[src/rtl/hamming_31_26_frame_encoder_core_macros.svh]
// Assertion macros for the Hamming(31,26) frame encoder.
// Included by the modules that carry concurrent checks; depends on nothing.
`ifndef HAMMING_31_26_FRAME_ENCODER_CORE_MACROS_SVH
`define HAMMING_31_26_FRAME_ENCODER_CORE_MACROS_SVH

// Same-cycle implication, disabled during reset.
`define HMFE_ASSERT_NOW(lbl, ck, rs, ante, cons) \
  lbl: assert property (@(posedge ck) disable iff (rs) (ante) |-> (cons)) \
    else $error("hamming frame encoder check failed");

// Next-cycle implication, disabled during reset.
`define HMFE_ASSERT_NEXT(lbl, ck, rs, ante, cons) \
  lbl: assert property (@(posedge ck) disable iff (rs) (ante) |=> (cons)) \
    else $error("hamming frame encoder check failed");

`endif

[src/rtl/hmfe_pkg.sv]
// Shared types, constants and helpers for the Hamming(31,26) frame encoder.
// Used by the frame store, the serial chunk encoder and the top level.
package hmfe_pkg;

  localparam int BYTE_W         = 8;
  localparam int FRAME_BYTES    = 26;
  localparam int CODE_BYTES     = 31;
  localparam int CHUNK_DATA     = 26;
  localparam int CHUNK_CODE     = 31;
  localparam int CHUNKS         = 8;
  localparam int ADDR_W         = $clog2(FRAME_BYTES);
  localparam int POS_W          = $clog2(CHUNK_CODE + 1);
  localparam int PAR_W          = 5;
  localparam int CHUNK_W        = $clog2(CHUNKS);
  localparam int BIT_W          = $clog2(BYTE_W);
  localparam int OBYTE_W        = $clog2(CODE_BYTES);
  localparam int FIRST_DATA_POS = 3;

  typedef enum logic [1:0] {
    ST_RECV,
    ST_START,
    ST_GATHER,
    ST_EMIT
  } state_t;

  // Control from the sequencer to the chunk encoder.
  typedef struct packed {
    logic clr;
    logic din_en;
    logic din;
    logic dout_en;
  } enc_ctrl_t;

  function automatic logic is_pow2(input logic [POS_W-1:0] p);
    return (p != '0) && ((p & (p - POS_W'(1))) == '0);
  endfunction

  // Parity bit index for a power-of-two code position.
  function automatic logic [2:0] par_idx(input logic [POS_W-1:0] p);
    logic [2:0] idx;
    idx = '0;
    for (int i = 0; i < PAR_W; i++) begin
      if (p[i]) idx = 3'(i);
    end
    return idx;
  endfunction

  // Next code position that carries data.
  function automatic logic [POS_W-1:0] next_data_pos(input logic [POS_W-1:0] p);
    logic [POS_W-1:0] n;
    n = p + POS_W'(1);
    if (is_pow2(n)) n = n + POS_W'(1);
    return n;
  endfunction

endpackage

[src/rtl/hmfe_store.sv]
// Frame store: one write port, one registered read port, one byte per entry.
// Depends on hmfe_pkg for the frame geometry.
module hmfe_store (
  input  logic                       clk,
  input  logic                       wr_en,
  input  logic [hmfe_pkg::ADDR_W-1:0] wr_addr,
  input  logic [hmfe_pkg::BYTE_W-1:0] wr_data,
  input  logic [hmfe_pkg::ADDR_W-1:0] rd_addr,
  output logic [hmfe_pkg::BYTE_W-1:0] rd_data
);
  import hmfe_pkg::*;

  logic [BYTE_W-1:0] mem [FRAME_BYTES];

  always_ff @(posedge clk) begin
    if (wr_en) begin
      mem[wr_addr] <= wr_data;
    end
  end

  always_ff @(posedge clk) begin
    rd_data <= mem[rd_addr];
  end

endmodule

[src/rtl/hmfe_chunk_enc.sv]
// Bit-serial Hamming(31,26) chunk encoder: takes 26 data bits, then emits
// 31 code bits by position. Depends on hmfe_pkg for enc_ctrl_t and helpers.
module hmfe_chunk_enc (
  input  logic                       clk,
  input  hmfe_pkg::enc_ctrl_t        ctrl,
  input  logic [hmfe_pkg::POS_W-1:0] pos,
  output logic                       dout
);
  import hmfe_pkg::*;

  logic [CHUNK_DATA-1:0] data_sr;
  logic [PAR_W-1:0]      par;

  always_ff @(posedge clk) begin
    if (ctrl.clr) begin
      par <= '0;
    end else if (ctrl.din_en) begin
      // each data bit toggles the parity bits named by its position
      par     <= par ^ (ctrl.din ? pos : '0);
      data_sr <= {data_sr[CHUNK_DATA-2:0], ctrl.din};
    end else if (ctrl.dout_en && !is_pow2(pos)) begin
      data_sr <= {data_sr[CHUNK_DATA-2:0], 1'b0};
    end
  end

  assign dout = is_pow2(pos) ? par[par_idx(pos)] : data_sr[CHUNK_DATA-1];

endmodule

[src/rtl/hamming_31_26_frame_encoder_core.sv]
// Top level of the Hamming(31,26) frame encoder.
// Depends on hmfe_pkg, hmfe_store, hmfe_chunk_enc and the assertion macros.
`include "hamming_31_26_frame_encoder_core_macros.svh"

// Collects bytes into 26-byte frames and emits each full frame as 31 bytes
// of eight Hamming(31,26) codewords, MSB first, m_axis_tlast on the last.
// A byte with s_axis_tlast that does not complete a frame drops the frame.
// Input bytes are taken one per cycle while a frame is being collected. Once
// the 26th byte arrives, encoding runs bit-serially through one shared chunk
// encoder: a start state, then per chunk a gather phase for the data bits
// and an emit phase for the code bits, which stalls before a byte's last bit
// while the output register still holds an untaken byte. No input is taken
// during encoding. A finished byte waits in the output register while the
// encoder keeps working on the next one.
module hamming_31_26_frame_encoder_core (
  input  logic                       clk,
  input  logic                       rst,
  input  logic                       s_axis_tvalid,
  output logic                       s_axis_tready,
  input  logic [hmfe_pkg::BYTE_W-1:0] s_axis_tdata,  // [7:0] data_byte
  input  logic                       s_axis_tlast,  // end_of_file
  output logic                       m_axis_tvalid,
  input  logic                       m_axis_tready,
  output logic [hmfe_pkg::BYTE_W-1:0] m_axis_tdata,  // [7:0] code_byte
  output logic                       m_axis_tlast   // frame_done
);
  import hmfe_pkg::*;

  state_t              state, state_next;
  logic [ADDR_W-1:0]   count;
  logic [ADDR_W-1:0]   rd_addr;
  logic [BYTE_W-1:0]   rd_data;
  logic [BYTE_W-1:0]   byte_sr;
  logic [BIT_W-1:0]    bit_cnt;
  logic [POS_W-1:0]    pos;
  logic [CHUNK_W-1:0]  chunk;
  logic [BYTE_W-2:0]   out_sr;
  logic [BIT_W-1:0]    out_cnt;
  logic [OBYTE_W-1:0]  byte_idx;
  enc_ctrl_t           ctrl;
  logic                enc_bit;
  logic                in_xfer;
  logic                gather_bit;
  logic                emit_ok;
  logic                emit_step;
  logic                out_load;
  logic                chunk_end;

  hmfe_store u_store (
    .clk     (clk),
    .wr_en   (in_xfer),
    .wr_addr (count),
    .wr_data (s_axis_tdata),
    .rd_addr (rd_addr),
    .rd_data (rd_data)
  );

  hmfe_chunk_enc u_enc (
    .clk  (clk),
    .ctrl (ctrl),
    .pos  (pos),
    .dout (enc_bit)
  );

  assign in_xfer    = s_axis_tvalid && s_axis_tready;
  assign gather_bit = (bit_cnt == '0) ? rd_data[BYTE_W-1] : byte_sr[BYTE_W-1];
  assign emit_ok    = (out_cnt != BIT_W'(BYTE_W - 1)) || !m_axis_tvalid || m_axis_tready;
  assign chunk_end  = (pos == POS_W'(CHUNK_CODE));

  // next state
  always_comb begin
    state_next = state;
    unique case (state)
      ST_RECV: begin
        if (in_xfer && count == ADDR_W'(FRAME_BYTES - 1)) state_next = ST_START;
      end
      ST_START: begin
        state_next = ST_GATHER;
      end
      ST_GATHER: begin
        if (chunk_end) state_next = ST_EMIT;
      end
      ST_EMIT: begin
        if (emit_ok && chunk_end) begin
          state_next = (chunk == CHUNK_W'(CHUNKS - 1)) ? ST_RECV : ST_GATHER;
        end
      end
      default: state_next = ST_RECV;
    endcase
  end

  // outputs of the sequencer
  always_comb begin
    s_axis_tready = 1'b0;
    emit_step     = 1'b0;
    ctrl          = '0;
    unique case (state)
      ST_RECV: begin
        s_axis_tready = 1'b1;
      end
      ST_START: begin
        ctrl.clr = 1'b1;
      end
      ST_GATHER: begin
        ctrl.din_en = 1'b1;
        ctrl.din    = gather_bit;
      end
      ST_EMIT: begin
        emit_step    = emit_ok;
        ctrl.dout_en = emit_ok;
        ctrl.clr     = emit_ok && chunk_end && (chunk != CHUNK_W'(CHUNKS - 1));
      end
      default: ;
    endcase
  end

  assign out_load = emit_step && (out_cnt == BIT_W'(BYTE_W - 1));

  always_ff @(posedge clk) begin
    if (rst) begin
      state         <= ST_RECV;
      count         <= '0;
      rd_addr       <= '0;
      bit_cnt       <= '0;
      pos           <= POS_W'(FIRST_DATA_POS);
      chunk         <= '0;
      out_cnt       <= '0;
      byte_idx      <= '0;
      m_axis_tvalid <= 1'b0;
    end else begin
      state <= state_next;

      if (in_xfer) begin
        if (count == ADDR_W'(FRAME_BYTES - 1) || s_axis_tlast) begin
          count <= '0;
        end else begin
          count <= count + ADDR_W'(1);
        end
        rd_addr <= '0;
      end

      if (state == ST_START) begin
        pos <= POS_W'(FIRST_DATA_POS);
      end

      if (state == ST_GATHER) begin
        if (bit_cnt == '0) begin
          bit_cnt <= BIT_W'(BYTE_W - 1);
          if (rd_addr != ADDR_W'(FRAME_BYTES - 1)) rd_addr <= rd_addr + ADDR_W'(1);
        end else begin
          bit_cnt <= bit_cnt - BIT_W'(1);
        end
        pos <= chunk_end ? POS_W'(1) : next_data_pos(pos);
      end

      if (emit_step) begin
        out_cnt <= out_cnt + BIT_W'(1);
        if (chunk_end) begin
          pos   <= POS_W'(FIRST_DATA_POS);
          chunk <= chunk + CHUNK_W'(1);
        end else begin
          pos <= pos + POS_W'(1);
        end
      end

      if (out_load) begin
        m_axis_tvalid <= 1'b1;
        byte_idx      <= (byte_idx == OBYTE_W'(CODE_BYTES - 1)) ? '0
                                                                : byte_idx + OBYTE_W'(1);
      end else if (m_axis_tready) begin
        m_axis_tvalid <= 1'b0;
      end
    end
  end

  // payload registers
  always_ff @(posedge clk) begin
    if (state == ST_GATHER) begin
      byte_sr <= (bit_cnt == '0) ? {rd_data[BYTE_W-2:0], 1'b0}
                                 : {byte_sr[BYTE_W-2:0], 1'b0};
    end
    if (emit_step) begin
      out_sr <= {out_sr[BYTE_W-3:0], enc_bit};
    end
    if (out_load) begin
      m_axis_tdata <= {out_sr, enc_bit};
      m_axis_tlast <= (byte_idx == OBYTE_W'(CODE_BYTES - 1));
    end
  end

  // a finished byte never overwrites one that has not been transferred
  `HMFE_ASSERT_NOW(a_no_overwrite, clk, rst, out_load, !m_axis_tvalid || m_axis_tready)

  // the last code bit of the last chunk closes the 31st byte
  `HMFE_ASSERT_NOW(a_frame_close, clk, rst,
    state == ST_EMIT && emit_step && chunk_end && chunk == CHUNK_W'(CHUNKS - 1),
    out_load && byte_idx == OBYTE_W'(CODE_BYTES - 1))

  // the last chunk of a frame ends on a byte boundary and returns to collection with all counters at zero
  `HMFE_ASSERT_NEXT(a_frame_idle, clk, rst,
    state == ST_EMIT && emit_step && chunk_end && chunk == CHUNK_W'(CHUNKS - 1),
    state == ST_RECV && byte_idx == '0 && out_cnt == '0 && bit_cnt == '0)

  // input is taken only while collecting
  `HMFE_ASSERT_NOW(a_recv_only, clk, rst, s_axis_tready, state == ST_RECV)

endmodule
[config.mk]
export PLATFORM = sky130hd
export DESIGN_NAME = hamming_31_26_frame_encoder_core
export DESIGN_NICKNAME = d
export VERILOG_FILES = /design/src/rtl/hmfe_pkg.sv /design/src/rtl/hmfe_store.sv /design/src/rtl/hmfe_chunk_enc.sv /design/src/rtl/hamming_31_26_frame_encoder_core.sv
export VERILOG_INCLUDE_DIRS = /design/src /design/src/rtl
export SDC_FILE = /design/constraint.sdc
export NUM_CORES = 1
export LEC_CHECK = 0
export ABC_CLOCK_PERIOD_IN_PS = 2430
export BUFFER_PORTS_ARGS = -buffer_cell sky130_fd_sc_hd__buf_2
export CORE_ASPECT_RATIO = 1.4
export CORE_MARGIN = 2
export CORE_UTILIZATION = 50
export CTS_CLUSTER_SIZE = 20
export DETAILED_ROUTE_END_ITERATION = 16
export MAX_ROUTING_LAYER = met4
export PLACE_DENSITY = 0.8
export SYNTH_ARGS = -nofsm -noshare
export SYNTH_HDL_FRONTEND = slang
export SYNTH_SLANG_ARGS = --single-unit
[constraint.sdc]
create_clock -name clk -period 2.43 [get_ports clk]
set_input_delay 0.486 -clock clk [delete_from_list [all_inputs] [get_ports clk]]
set_output_delay 0.486 -clock clk [all_outputs]
set_load 0.02 [all_outputs]
==> implementation parameters <==
Parameter                              Value

Finish
  Core occupancy in the finished layout    0.5847
  Net total in the final layout    889
  Final instance area    0.01402 mm²
  Number of standard cells in the layout, taps in and fillers out    1183
  Reg area    ~0.0086 mm²
  Fill cell instance count of the final layout    1828
  Fraction of layout instances using a drive strength above 1    0.2188
  Area occupied by multi-input gates    around 0.0034 mm²
  Number of diodes added for antenna fixing    0
  Synth-to-Final Area Change    14.55%

Setup path
  Data arrival, critical path    2.74 ns
  Critical setup path kind    reg -> reg
  Reg-to-reg critical path endpoint    pos[1]
  Setup crit start kind    register
  RR Startpoint    pos[0]
  Maximum fanout along the worst path    6
  Count of cells along the worst register-to-register path    9
  Origin of the worst setup path    pos[0]
  Slack of the worst reg-to-reg path    0.11 ns
  Required time of the critical path    2.85 ns
  Termination of the worst setup path    pos[1]
  Worst setup EP type    register

Clock network
  Clock-pin slew on the worst setup and hold paths    0.06 ns
  Maximum level of the CTS H-tree    1
  Number of clock buffers inserted by TritonCTS    29
  Sink count of the clock tree    about 300
  Number of buffers on the longest clock path    3
  CTS tree    done
  Root buf cell    sky130_fd_sc_hd__clkbuf_16
  Worst skew pair latency    roughly 0.55 ns

Global route
  Maximum number of pins on one net before global-route repair    27
  Via count of the first global-routing pass    6753
  Final global-route overflow total    0
  Total Routing Usage GR    0.1866
  Wire length of the first global-routing pass    35870 µm
  Initial antenna violation count    0

Timing
  Sum of negative setup slack    0 ns
  Tmin final    between 2 and 2.5 ns
  Period utilization    0.9547
  # setup viols final    0
  Worst max-slew margin expressed relative to the limit    0.5538
  Max-slew violations    0
  Slew at the pin with the worst max-slew slack    0.6668 ns
  Setup repair after global routing missed its margin    no
  Final Skew    between 0.02 and 0.025 ns
  Maximum achievable frequency    431.0 MHz
  Final Hold Fails    0

Yosys
  Main combinational cell family by area after synthesis    multiplexers
  Share of the synthesized netlist area taken by xor and xnor gates    0.01002
  Number of library cell types mapped by synthesis    57
  Part of the Yosys area used for sequential elements    0.7042
  Syn_area_per_cell    15.63 µm²
  Number of warnings reported in the yosys synthesis log    0
  Prevailing post-synth register cell    sky130_fd_sc_hd__edfxtp_1
  Mux share of post-synthesis cell area    0.1103
  Nets in the synthesized netlist    820
  Share of synthesized cell area in full adder, half adder and majority cells    0.02454
  Simple-gate area share of the yosys netlist    0.07862
  Post-synth EDFFs    around 260
  Post-synthesis sequential element count    302
  Post-Syn Area    0.01224 mm²
  Fraction of registers with async set or reset after synthesis    0
  Syn Inst Count    783
  Share of the synthesized area in compound gates (AO/OA/AOI/OAI)    0.05224

Routing
  Drt drc    0
  Number of vias per cell    5.679
  Met3 wirelength from detailed routing    890 µm
  Wire length on met2    12440 µm
  Iteration-0 DRC count of the detailed router    478
  Uppermost metal layer occupied by signal nets    met4
  Per-cell routed wire length    19.48 µm
  Via count    about 6700
  Total Routed Length    23050 µm
  Drt first pass iters    5
  Length of routed wiring on met1    8960 µm
  Post-route antenna net violation count    0

Power and ir drop
  Worst supply voltage drop on vdd    approximately 0.00073 V
  Leakage    4.644 nW
  Power Density    750.0 mW/mm²

Placed design
  Placed Cells    1129
  Final Wtd Congestion    0.9046
  Hpwl dp    14870 µm
  Post-place instance area    0.01302 mm²
  Number of buffers added on ports    23

Floorplanning
  Die Area    0.02576 mm²
  Core box area    0.02398 mm²
  Number of I/O pins    24
  Floorplan die height    189.1 µm
  Horizontal die dimension    136.2 µm
  Initial Util    0.5104
  Number of rows in the core area    67

Run status
  Status    finished, final reports clean

Min path
  Class of the most critical hold timing path    in -> reg

Flow run
  Max-capacitance violation count    0
==> cells by family (layout without fill, tap and decap cells) <==
| group | after synthesis | after routing |
|---|---|---|
| AND/OR/NAND/NOR | 209 | 209 |
| adder cells (fa/ha/maj) | 24 | 24 |
| buffers and inverters | 57 | 147 |
| AO/OA/AOI/OAI | 85 | 85 |
| XOR/XNOR | 14 | 14 |
| flip-flops | 302 | 302 |
| multiplexers | 92 | 92 |
==> through the flow <==
| stage | worst slack [ns] | total power [W] | hold slack, ns |
|---|---|---|---|
| finish | 0.1100 | 0.01051 | 0.2692 |
| global route | 0.01493 | 0.01082 | 0.3075 |
| CTS | 0.05664 | 0.01060 | 0.2470 |
| detailed placement | 0.08609 | 0.006052 | 0.4055 |
| global placement | 0.1703 | 0.006041 | 0.4047 |
| floorplan | 0.04622 | 0.005929 | 0.4003 |
==> state kept, by name, summed over array words and instances, names as in the netlist <==
register         count
bit_cnt              3
byte_idx             5
byte_sr              7
chunk                3
count                5
m_axis_tdata         8
m_axis_tlast         1
m_axis_tvalid        1
out_cnt              3
out_sr               7
pos                  5
rd_addr              5
state                2
u_enc.data_sr       26
u_enc.par            5
u_store.mem        208
u_store.rd_data      8
==> where the power goes <==
part           switching, W  internal [W]
registers         0.0000315       0.00567
logic              0.000157     0.0000853
clock network       0.00185       0.00272
==> synthesized netlist by cell type (3+ instances only) <==
cell type                  instances  area [µm²]
sky130_fd_sc_hd__mux4_2           32       720.7
sky130_fd_sc_hd__buf_2             7       35.03
sky130_fd_sc_hd__xnor2_1           7       61.31
sky130_fd_sc_hd__nand2_1          71       266.5
sky130_fd_sc_hd__xor2_1            7       61.31
sky130_fd_sc_hd__o21ai_0           7       35.03
sky130_fd_sc_hd__and2_1            3       18.77
sky130_fd_sc_hd__nor2_1           67       251.5
sky130_fd_sc_hd__a32oi_1          16       140.1
sky130_fd_sc_hd__mux2_2           23       259.0
sky130_fd_sc_hd__nor3b_1           4       30.03
sky130_fd_sc_hd__mux2i_1          37       370.4
sky130_fd_sc_hd__a21oi_1          17       85.08
sky130_fd_sc_hd__a211oi_1          6       45.04
sky130_fd_sc_hd__inv_1            14       52.55
sky130_fd_sc_hd__nand2b_1          5       31.28
sky130_fd_sc_hd__nor3_1            8       40.04
sky130_fd_sc_hd__dfxtp_1          45       900.9
sky130_fd_sc_hd__nor2b_1           7       43.79
sky130_fd_sc_hd__clkbuf_1         27       101.4
sky130_fd_sc_hd__buf_1             3       11.26
sky130_fd_sc_hd__nand4_1           6       37.54
sky130_fd_sc_hd__a41oi_1           3       26.28
sky130_fd_sc_hd__nand3b_1          6       45.04
sky130_fd_sc_hd__nand3_1          18       90.09
sky130_fd_sc_hd__buf_4             4       30.03
sky130_fd_sc_hd__o211ai_1         16       120.1
sky130_fd_sc_hd__ha_1             24       300.3
sky130_fd_sc_hd__edfxtp_1        257        7717
==> placed cells by master (no fill, tap or decap), types with 8 or more instances in the layout <==
master,count
sky130_fd_sc_hd__edfxtp_1,257
sky130_fd_sc_hd__nand2_1,71
sky130_fd_sc_hd__nor2_1,66
sky130_fd_sc_hd__buf_4,54
sky130_fd_sc_hd__dfxtp_1,40
sky130_fd_sc_hd__mux2i_1,37
sky130_fd_sc_hd__mux4_2,32
sky130_fd_sc_hd__clkbuf_16,29
sky130_fd_sc_hd__ha_1,24
sky130_fd_sc_hd__mux2_2,23
sky130_fd_sc_hd__buf_2,23
sky130_fd_sc_hd__nand3_1,18
sky130_fd_sc_hd__a21oi_1,17
sky130_fd_sc_hd__o211ai_1,16
sky130_fd_sc_hd__a32oi_1,16
sky130_fd_sc_hd__inv_1,14
sky130_fd_sc_hd__clkinv_1,8
sky130_fd_sc_hd__nor3_1,8
==> area by class of cell <==
type / count / share of cell area
flip-flops and latches: 302 / 0.6154
multi-input cells: 424 / 0.2419
clock buffers: 32 / 0.05257
repair buffers: 80 / 0.04141
well taps: 310 / 0.02767
clock inverters: 20 / 0.01705
inverters: 15 / 0.004016
==> worst max-delay path, cell delays in order (launching register included) <==
cell and delay [ns]:
sky130_fd_sc_hd__dfxtp_2 0.36, sky130_fd_sc_hd__ha_1 0.17, sky130_fd_sc_hd__inv_1 0.07, sky130_fd_sc_hd__ha_1 0.36
sky130_fd_sc_hd__nor2b_1 0.20, sky130_fd_sc_hd__o221ai_1 0.18, sky130_fd_sc_hd__a2111oi_4 0.32, sky130_fd_sc_hd__buf_4 0.18
sky130_fd_sc_hd__a21boi_2 0.05, sky130_fd_sc_hd__o41a_1 0.30
==> layer usage <==
metal  track usage  vias to the layer above
li1              -                     3138
met1        0.2109                     3361
met2        0.3334                      175
met3       0.02597                       44
met4       0.07011                        0
met5             -                        -
==> timing repair <==
| item | in CTS | in global routing |
|---|---|---|
| hold buffers | 0 | 0 |
| setup buffers | 0 | 2 |
| endpoints found under the setup margin | 0 | 28 |
| resized for setup | 0 | 3 |
==> how the worst min path moves through the flow <==
| stage | endpoint | slack [ns] | startpoint | cells after the start |
|---|---|---|---|---|
| after floorplan | m_axis_tdata[7] | 0.40 | out_sr[6] | 0 |
| after detailed placement | u_enc.data_sr[19] | 0.41 | u_enc.data_sr[18] | 0 |
| after global routing | m_axis_tvalid | 0.31 | m_axis_tready | 3 |
| after CTS | m_axis_tvalid | 0.25 | m_axis_tready | 3 |
| final | m_axis_tvalid | 0.27 | m_axis_tready | 3 |
| after global placement | u_enc.data_sr[1] | 0.40 | u_enc.data_sr[0] | 0 |
Note: power is estimated with default switching activity, not from simulation.
